**src/rtl/core/signed_divide_remainder_macros.svh**
```systemverilog
// Assertion macros shared by the signed divider RTL.
`ifndef SIGNED_DIVIDE_REMAINDER_MACROS_SVH
`define SIGNED_DIVIDE_REMAINDER_MACROS_SVH

`ifndef SYNTHESIS
// Same-cycle implication, checked at every rising edge outside reset.
`define SDR_ASSERT_IMPLIES(label, clk, rst_n, ante, cons) \
    label: assert property (@(posedge clk) disable iff (!rst_n) (ante) |-> (cons)) \
        else $error("signed_divide_remainder: same-cycle check failed");
// Next-cycle implication, checked at every rising edge outside reset.
`define SDR_ASSERT_NEXT(label, clk, rst_n, ante, cons) \
    label: assert property (@(posedge clk) disable iff (!rst_n) (ante) |=> (cons)) \
        else $error("signed_divide_remainder: next-cycle check failed");
`else
`define SDR_ASSERT_IMPLIES(label, clk, rst_n, ante, cons)
`define SDR_ASSERT_NEXT(label, clk, rst_n, ante, cons)
`endif

`endif

```
**src/rtl/core/sdr_pkg.sv**
```systemverilog
// Shared constants and types for the signed divider.
package sdr_pkg;

    // Width of every data port, fixed by the interface.
    localparam int PORT_WIDTH = 64;

    // Per-transaction control that rides along the divider pipeline.
    typedef struct packed {
        logic q_neg;     // Negate the quotient at the end.
        logic r_neg;     // Negate the remainder at the end.
        logic zero_div;  // Divisor was zero.
        logic ovf;       // Minimum value divided by minus one.
    } sdr_flags_t;

endpackage

```
**src/rtl/core/sdr_div_stage.sv**
```systemverilog
// One registered restoring-division step of the signed divider pipeline.
module sdr_div_stage
    import sdr_pkg::*;
#(
    parameter int DATA_WIDTH = 64
)
(
    input  logic                  clk,
    input  logic                  rst_n,
    input  logic                  en,
    input  logic                  in_valid,
    input  logic [DATA_WIDTH-1:0] in_rem,
    input  logic [DATA_WIDTH-1:0] in_quo,
    input  logic [DATA_WIDTH-1:0] in_dvsr,
    input  sdr_flags_t            in_flags,
    output logic                  out_valid,
    output logic [DATA_WIDTH-1:0] out_rem,
    output logic [DATA_WIDTH-1:0] out_quo,
    output logic [DATA_WIDTH-1:0] out_dvsr,
    output sdr_flags_t            out_flags
);

    logic                  valid_reg;
    logic [DATA_WIDTH-1:0] rem_reg;
    logic [DATA_WIDTH-1:0] quo_reg;
    logic [DATA_WIDTH-1:0] dvsr_reg;
    sdr_flags_t            flags_reg;

    logic [DATA_WIDTH:0]   shifted;
    logic [DATA_WIDTH:0]   diff;
    logic [DATA_WIDTH-1:0] rem_next;
    logic [DATA_WIDTH-1:0] quo_next;

    // A nonzero divisor keeps the partial remainder below it, so shifted fits in one extra bit.
    always_comb
    begin
        shifted = {in_rem, in_quo[DATA_WIDTH-1]};
        diff    = shifted - {1'b0, in_dvsr};
        if (diff[DATA_WIDTH] == 1'b0)
        begin
            rem_next = diff[DATA_WIDTH-1:0];
            quo_next = {in_quo[DATA_WIDTH-2:0], 1'b1};
        end
        else
        begin
            rem_next = shifted[DATA_WIDTH-1:0];
            quo_next = {in_quo[DATA_WIDTH-2:0], 1'b0};
        end
    end

    always_ff @(posedge clk or negedge rst_n)
    begin
        if (!rst_n)
        begin
            valid_reg <= 1'b0;
        end
        else if (en)
        begin
            valid_reg <= in_valid;
        end
    end

    always_ff @(posedge clk)
    begin
        if (en)
        begin
            rem_reg   <= rem_next;
            quo_reg   <= quo_next;
            dvsr_reg  <= in_dvsr;
            flags_reg <= in_flags;
        end
    end

    assign out_valid = valid_reg;
    assign out_rem   = rem_reg;
    assign out_quo   = quo_reg;
    assign out_dvsr  = dvsr_reg;
    assign out_flags = flags_reg;

endmodule
```
**config.mk**
```make
export PLATFORM = sky130hd
export DESIGN_NAME = sdr_div_stage
export DESIGN_NICKNAME = d
export VERILOG_FILES = /design/src/rtl/core/signed_divide_remainder_macros.svh /design/src/rtl/core/sdr_pkg.sv /design/src/rtl/core/sdr_div_stage.sv
export SDC_FILE = /design/constraint.sdc
export NUM_CORES = 1
export LEC_CHECK = 0
export ABC_AREA = 1
export ABC_CLOCK_PERIOD_IN_PS = 1000
export BUFFER_PORTS_ARGS = -buffer_cell sky130_fd_sc_hd__buf_2
export CORE_MARGIN = 5
export CORE_UTILIZATION = 40
export CTS_BUF_LIST = sky130_fd_sc_hd__clkbuf_4 sky130_fd_sc_hd__clkbuf_8 sky130_fd_sc_hd__clkbuf_16
export CTS_CLUSTER_DIAMETER = 30
export CTS_CLUSTER_SIZE = 10
export DETAILED_ROUTE_END_ITERATION = 10
export SLEW_MARGIN = 20
export SYNTH_ARGS = -nofsm -noshare
export SYNTH_HDL_FRONTEND = slang
export SYNTH_SLANG_ARGS = --single-unit
export TNS_END_PERCENT = 1
```
**constraint.sdc**
```tcl
create_clock -name clk -period 1 [get_ports clk]
set_input_delay 0.15 -clock clk [delete_from_list [all_inputs] [get_ports clk]]
set_output_delay 0.15 -clock clk [all_outputs]
set_load 0.005 [all_outputs]
```
==> results of run 1 <==
power by group:
group          total [mW]  internal [mW]  switching (mW)
logic                9.28           4.36            4.92
clock network        6.67           3.25            3.42
registers            10.4           10.1           0.284
synthesized netlist by cell type, drive strengths merged, types with 2 or more instances:
library cell / number
inv: 395
nand4: 18
and3: 2
nor2: 111
o21bai: 8
ha: 64
a21oi: 51
xor2: 30
nand3: 70
o21ai: 3
nor4: 4
nor3: 12
buf: 13
edfxtp: 196
nand2: 824
or2: 2
routing by layer:
| metal | vias up | part of all wire, % |
|---|---|---|
| met1 | 6694 | 42 |
| li1 | 7385 | - |
| met4 | 2 | 3.1 |
| met2 | 444 | 49 |
| met3 | 70 | 5.7 |
| met5 | - | 0.036 |
sequential cells by signal, summed over array words and instances (netlist names):
signal and count:
out_quo 64, out_dvsr 64, out_rem 64, out_flags 4, out_valid 1
cell families after synthesis:
group | count (synthesis) | share of synthesized area (%)
compound gates | 62 | 2.508
buf+inv | 409 | 12.34
mux | 1 | 0.08549
xor+xnor | 31 | 2.061
fa+ha+maj | 65 | 6.232
simple gates | 1044 | 31.90
flops | 197 | 44.88
worst min path at each step:
| stage | to | depth (start not counted) | slack (ns) | startpoint |
|---|---|---|---|---|
| floorplan | out_valid | 0 | -0.15 | rst_n |
| global placement | out_valid | 1 | -0.07 | rst_n |
| detailed placement | out_valid | 1 | -0.07 | rst_n |
| CTS | out_rem[63] | 3 | 0.003 | in_rem[62] |
| global route | out_rem[63] | 3 | 0.02 | in_rem[62] |
| finish | out_rem[63] | 3 | 0.04 | in_rem[62] |
area by class of cell:
class	count	share of cell area, %
repair buffers	917	30.95
multi-input cells	1203	29.09
flip-flops and latches	197	27.74
inverters	396	7.012
well taps	442	2.596
clock buffers	17	1.997
clock inverters	15	0.6049
metrics by stage:
stage	cells	util, %
detailed placement	2975	56.18
finish	3187	65.48
CTS	3183	64.32
global route	3187	65.48
floorplan	1809	-
global placement	2975	56.18
cells in the final DEF (no fill, tap or decap), types with 4 or more instances in the layout:
cell type / netlist / routed
nor2_4: 1 / 6
buf_6: 1 / 5
a21oi_1: 51 / 41
nand2_1: 794 / 744
nor3_1: 12 / 10
nand3_1: 70 / 57
nor2_2: 7 / 17
o21bai_1: 8 / 8
buf_12: 3 / 12
ha_4: 0 / 14
edfxtp_1: 196 / 196
ha_2: 0 / 4
dlygate4sd3_1: 0 / 166
xor2_1: 30 / 30
a21oi_2: 0 / 9
nand2_2: 29 / 75
nand3_2: 0 / 11
clkinv_1: 1 / 5
inv_1: 391 / 388
clkbuf_16: 0 / 19
buf_4: 1 / 334
nor2_1: 103 / 88
inv_2: 4 / 6
buf_2: 6 / 393
nand4_1: 18 / 18
ha_1: 64 / 46
timing repair:
action / in CTS / in global routing
pin swaps: 8 / 9
buffers inserted: 7 / 2
gates cloned: 3 / 2
endpoints found under the hold margin: 165 / 0
hold buffers: 166 / 0
resized for setup: 70 / 70
endpoints found under the setup margin: 262 / 262
==> summary.md, run 1 <==
| Metric | Value |
|---|---|
| Cts bufs inserted | 17 |
| Worst stage delay on the critical path | 0.31 ns |
| Worst Path Buf+Inv | 5 |
| Share of cells above drive strength 1 | 34.13% |
| H-tree depth | 4 |
| Final TNS setup | -83.51 ns |
| Status | finished, violations left |
| Post-synthesis cell type count | 33 |
| M1 GR Usage | 36.10% |
| Worst path required time | 1.22 ns |
| Cell family with most CP delay | simple AND/OR/NAND/NOR gates |
| Gr busiest metal | met2 |
| Post-Syn Instances | 1809 |
| Number of flops mapped to enable cells by yosys | 196 |
| Crit path cell chain | buf_2 > inv_1 > ha_1 > nand2_1 > nand2_1 > inv_1 > nand2_1 > a21oi_2 > nand2_2 > nand2_2 > nand2_2 > nand2_4 > nand2_2 > nand2_4 > nand2_8 > buf_12 > buf_12 > nand2_1 > nand2_1 |
| Via/cell ratio | 4.580 |
| Top-area cell type share of the netlist area | 44.69% |
| Cell taking the most area after synthesis | edfxtp_1 |
| GP Congestion | 0.9282 |
| GRT Total Usage | 29.12% |
| Vias in the first global route | 14.84k |
| Synthesis-stage register bit count | 197 |
| Max-slew headroom | 75.02% |
| HPWL Detailed | 42760 um |
| Clock root buffer | clkbuf_16 |
| Core area | 0.03254 mm2 |
| Fin area | 0.02130 mm2 |
| Setup WS pre-CTS | -1.540 ns |
| Starting density of the core | 40.48% |
| Syn_nets | 2074 |
| Largest cells by area after synthesis | edfxtp_1 (45%), nand2_1 (23%), inv_1 (11%) |
| Final period utilization | 196.1% |
| Crit path to | out_rem[10] |
| Power density over cell area | 1237 mW/mm2 |
| Average size of a mapped cell | 7.281 um2 |
| WHS | 0.04258 ns |
| IO Count | 397 |
| Placed Instance Area | 0.01828 mm2 |
| Final wirelength | 54880 um |
| Average routed wire per standard cell | 17.22 um |
| Initial antenna violation count | 1 |
| RR Endpoint | out_valid |
| # DRC | 0 |
| Via count | 14.60k |
| PortBufs | 396 |
| Slowest-stage cell, CP | ha_1 |
| Critical path class | in2reg |
| Clock buffer depth | 2 |
| Antenna cells | 0 |
| HP Class | in2reg |
| CP Launch Type | input pin |
| Leak | 11.69 nW |
| Met2 GRT Util | 51.66% |
| Final Worst Setup Slack | -0.9611 ns |
| GRT overflow | 0 |
| Final hold violations | 0 |
| Reg clk slew, reported paths | 0.08 ns |
| Fillers | 2870 |
| Clock Sinks | 197 |
| Worst R2R Setup Slack | 0.26 ns |
| Failing checks | setup timing |
| Die H | 191.5 um |
| Worst R2R Path Depth | 1 |
| Synthesized cell area | 0.01317 mm2 |
| RSZ-0062 raised after global routing | yes |
| Synth warn | 0 |
| Slew Limit Fails | 0 |
| Final ANT Viol Nets | 0 |
| Clk_lat worst skew | 0.45 ns |
| WP data arrival | 2.18 ns |
| Crit path from | in_dvsr[15] |
| FFs w/ async S/R, synth | 0.5076% |
| First-pass GRT wire length | 81380 um |
| Worst-path maximum fanout | 8 |
| Seq/Total Area, Yosys | 44.88% |
| Std-Cell Rows | 66 |
| Post-layout power | 26.35 mW |
| Area occupied by multi-input gates | 0.006198 mm2 |
| Global routing usage on met3 | 4.730% |
| Nets | 2997 |
| VDD IR max | 1.129 mV |
| Largest net degree at the start of global routing | 30 |
| Max Clock Skew | 0 ns |
| DR iter-0 viols | 957 |
| DIE AREA | 0.03666 mm2 |
| Crit path time final | 1.961 ns |
| Element type at the critical path end | flop |
| WP depth | 19 |
| Max capacitance violation total | 0 |
| CTS tree | built |
| Most frequent CP cell | nand2_1 |
| Slew @ Worst Pin | 0.3718 ns |
| Area delta synth->final | 61.75% |
| Die width | 191.5 um |
| Top_reg_cell synth | edfxtp_1 |
| Worst r2r src | out_valid |
| # setup viols final | 262 |
| DRT Pass-1 Iters | 5 |
| Fmax | 0.5099 GHz |
| Area occupied by registers | 0.005911 mm2 |
No activity file was read; power rests on OpenSTA's default activity.
==> inputs of run 2 (changes only) <==
Settings changed: ABC_CLOCK_PERIOD_IN_PS 1000 to 1800, CORE_MARGIN 5 to default, PLACE_DENSITY from default to 0.67.
Clock period 1 ns to 1.8 ns, I/O delays scaled along.
==> run 2 against run 1 <==
Compared with the run above: the flow still finishes with violations (setup timing); clock-buffer cell count did not move; total power fell by 43%; global-route usage rose by 1.6 points; sequential power fell by 45%; critical path depth fell by 4; final cell count fell by 1.6%; sequential share of layout area barely moved.
==> summary.md, run 2 (synthesized netlist as in run 1, its figures left out) <==
| Metric | Value |
|---|---|
| Largest net degree at the start of global routing | 36 (+20%) |
| HP Class | in2reg |
| Internal power | 9.928 mW (-44%) |
| Share of cells above drive strength 1 | 36.45% (+2.3 points) |
| Fmax | 0.4978 GHz |
| Clock buffer depth | 2 (unchanged) |
| Starting density of the core | 40.59% (+0.10 points) |
| Clock root buffer | clkbuf_16 |
| Via count | 14.48k (-0.77%) |
| Average routed wire per standard cell | 17.35 um (+0.77%) |
| # setup viols final | 65 (-75%) |
| DRT Pass-1 Iters | 6 (+1) |
| Initial antenna violation count | 1 (unchanged) |
| H-tree depth | 4 (unchanged) |
| Sw power | 5.045 mW (-42%) |
| Vias in the first global route | 14.28k (-3.8%) |
| Area delta synth->final | 61.64% (about the same) |
| Leading cell type in the layout, fill and taps excluded | nand2_1 |
| Worst-path maximum fanout | 7 (-1) |
| CTS tree | built |
| Final Worst Setup Slack | -0.2090 ns (+0.7521 ns) |
| Critical path class | in2reg |
| DR iter-0 viols | 883 (-7.7%) |
| Reg clk slew, reported paths | 0.09 ns (about the same) |
| Final wirelength | 54430 um (-0.81%) |
| # DRC | 0 (unchanged) |
| Die width | 183.5 um (-4.2%) |
| Max capacitance violation total | 0 (unchanged) |
| DIE AREA | 0.03366 mm2 (-8.2%) |
| Net Sw Frac | 33.69% (+0.94 points) |
| Most frequent cells in the layout | nand2_1 (728), buf_2 (393), inv_1 (388), buf_4 (321), edfxtp_1 (196) |
| First-pass GRT wire length | 76970 um (-5.4%) |
| RSZ-0062 raised after global routing | yes |
| WP data arrival | 2.22 ns (+0.04 ns) |
| Slew @ Worst Pin | 0.4294 ns (+0.05767 ns) |
| Failing checks | setup timing |
| Crit path time final | 2.009 ns |
| Crit path cell chain | buf_2 > inv_1 > ha_1 > nand2_1 > inv_1 > nand2_2 > nor2_4 > nand2_2 > nor4_4 > nand2_8 > nand3_4 > nand2_8 > clkbuf_16 > nand2_4 > nand2_1 |
| Status | finished, violations left |
| Die H | 183.5 um (-4.2%) |
| Worst stage delay on the critical path | 0.30 ns (about the same) |
| VDD IR max | 0.6914 mV (-39%) |
| Final hold violations | 0 (unchanged) |
| Element type at the critical path end | flop |
| Final ANT Viol Nets | 0 (unchanged) |
| Clock power frac | 26.0% (+0.7 points) |
| Worst path required time | 2.01 ns (+0.79 ns) |
| CP Launch Type | input pin |
| Std-Cell Rows | 66 (unchanged) |
| Slew Limit Fails | 0 (unchanged) |
| Post-layout power | 14.97 mW (-43%) |
| Fillers | 2790 (-2.8%) |
| GP Congestion | 0.9502 (+2.4%) |
| Leak | 11.55 nW (-1.2%) |
| Cts bufs inserted | 17 (unchanged) |
| Clk_lat worst skew | 0.46 ns (about the same) |
| Final period utilization | 111.6% |
| GRT Total Usage | 30.68% (+1.6 points) |
| PortBufs | 396 (unchanged) |
| Via/cell ratio | 4.617 (+0.81%) |
| Logic gate share of total power | 35.5% (+0.3 points) |
| Slowest-stage cell, CP | ha_1 |
| HPWL Detailed | 40200 um (-6.0%) |
| Seq pwr share | 38.4% (-1.0 points) |
| Final TNS setup | -11.61 ns (+71.90 ns) |
| IO Count | 397 (unchanged) |
| Max-slew headroom | 71.37% (-3.7 points) |
| Max Clock Skew | 0 ns (unchanged) |
| Nets | 2946 (-1.7%) |
| Core area | 0.03245 mm2 (-0.25%) |
| GRT overflow | 0 (unchanged) |
| Power density over cell area | 703.3 mW/mm2 (-43%) |
| Clock Sinks | 197 (unchanged) |
==> run 2: critical path: cells and delay by family <==
kind,cells,cell delay [ns]
adders and majority gates,1,0.30
and+or+nand+nor,10,1.19
buffers and inverters,4,0.44
==> run 2: layer usage <==
layer  track usage [%]  up-vias  share of wire, %
met1             36.31     6615                41
met3             5.586       92               6.5
met4             13.70        0               4.0
met2             53.98      491                49
li1                  -     7284                 -
met5                 0        -                 0
==> run 2: power groups by stage <==
stage	clock network [mW]	logic, mW	registers (mW)
floorplan	0	1.92	5.90
global placement	0	4.30	5.85
detailed placement	0	4.36	5.85
CTS	3.93	4.79	5.75
global route	4.09	5.77	5.79
finish	3.90	5.32	5.76
==> run 2: worst paths after layout <==
kind,start,end,slack (ns),depth (start not counted)
max reg2reg,out_valid,out_valid,1.06,1
max,in_dvsr[35],out_rem[35],-0.21,15
min,in_dvsr[1],out_dvsr[1],0.02,1
min reg2reg,out_valid,out_valid,0.52,1
max in group asynchronous,rst_n,out_valid,1.61,2
min in group asynchronous,rst_n,out_valid,0.10,2
==> run 2: timing repair <==
| action | CTS | global route |
|---|---|---|
| pin swaps | 9 | 22 |
| endpoints found under the setup margin | 65 | 65 |
| gates cloned | 3 | 11 |
| hold buffers | 124 | 1 |
| endpoints found under the hold margin | 124 | 1 |
| gates resized for setup | 73 | 131 |
| setup buffers | 4 | 4 |
==> run 2: metrics by stage <==
| stage | cell area (um2) | utilization, % | std cells | hold slack (ns) | worst slack, ns |
|---|---|---|---|---|---|
| final | 21290 | 65.60 | 3137 | 0.02400 | -0.2090 |
| after global routing | 21290 | 65.60 | 3137 | 0.009942 | -0.3015 |
| after floorplan | 13200 | - | 1809 | -0.02559 | -0.4014 |
| after CTS | 20370 | 62.78 | 3120 | 0.004082 | -0.1580 |
| after detailed placement | 18140 | 55.91 | 2957 | 0.04603 | -0.7965 |
| after global placement | 18140 | 55.91 | 2957 | 0.04484 | -0.8009 |
==> run 2: final cells by class <==
| type | count | area, um2 | share of cell area (%) |
|---|---|---|---|
| Sequential cell | 197 | 5911 | 27.76 |
| Clock buffer | 17 | 425.4 | 1.998 |
| Antenna cell | 1 | 2.502 | 0.01175 |
| Timing Repair Buffer | 864 | 6140 | 28.84 |
| Clock inverter | 15 | 158.9 | 0.7464 |
| Multi-Input combinational cell | 1205 | 6606 | 31.03 |
| Tap cell | 442 | 553.0 | 2.598 |
| Inverter | 396 | 1494 | 7.017 |
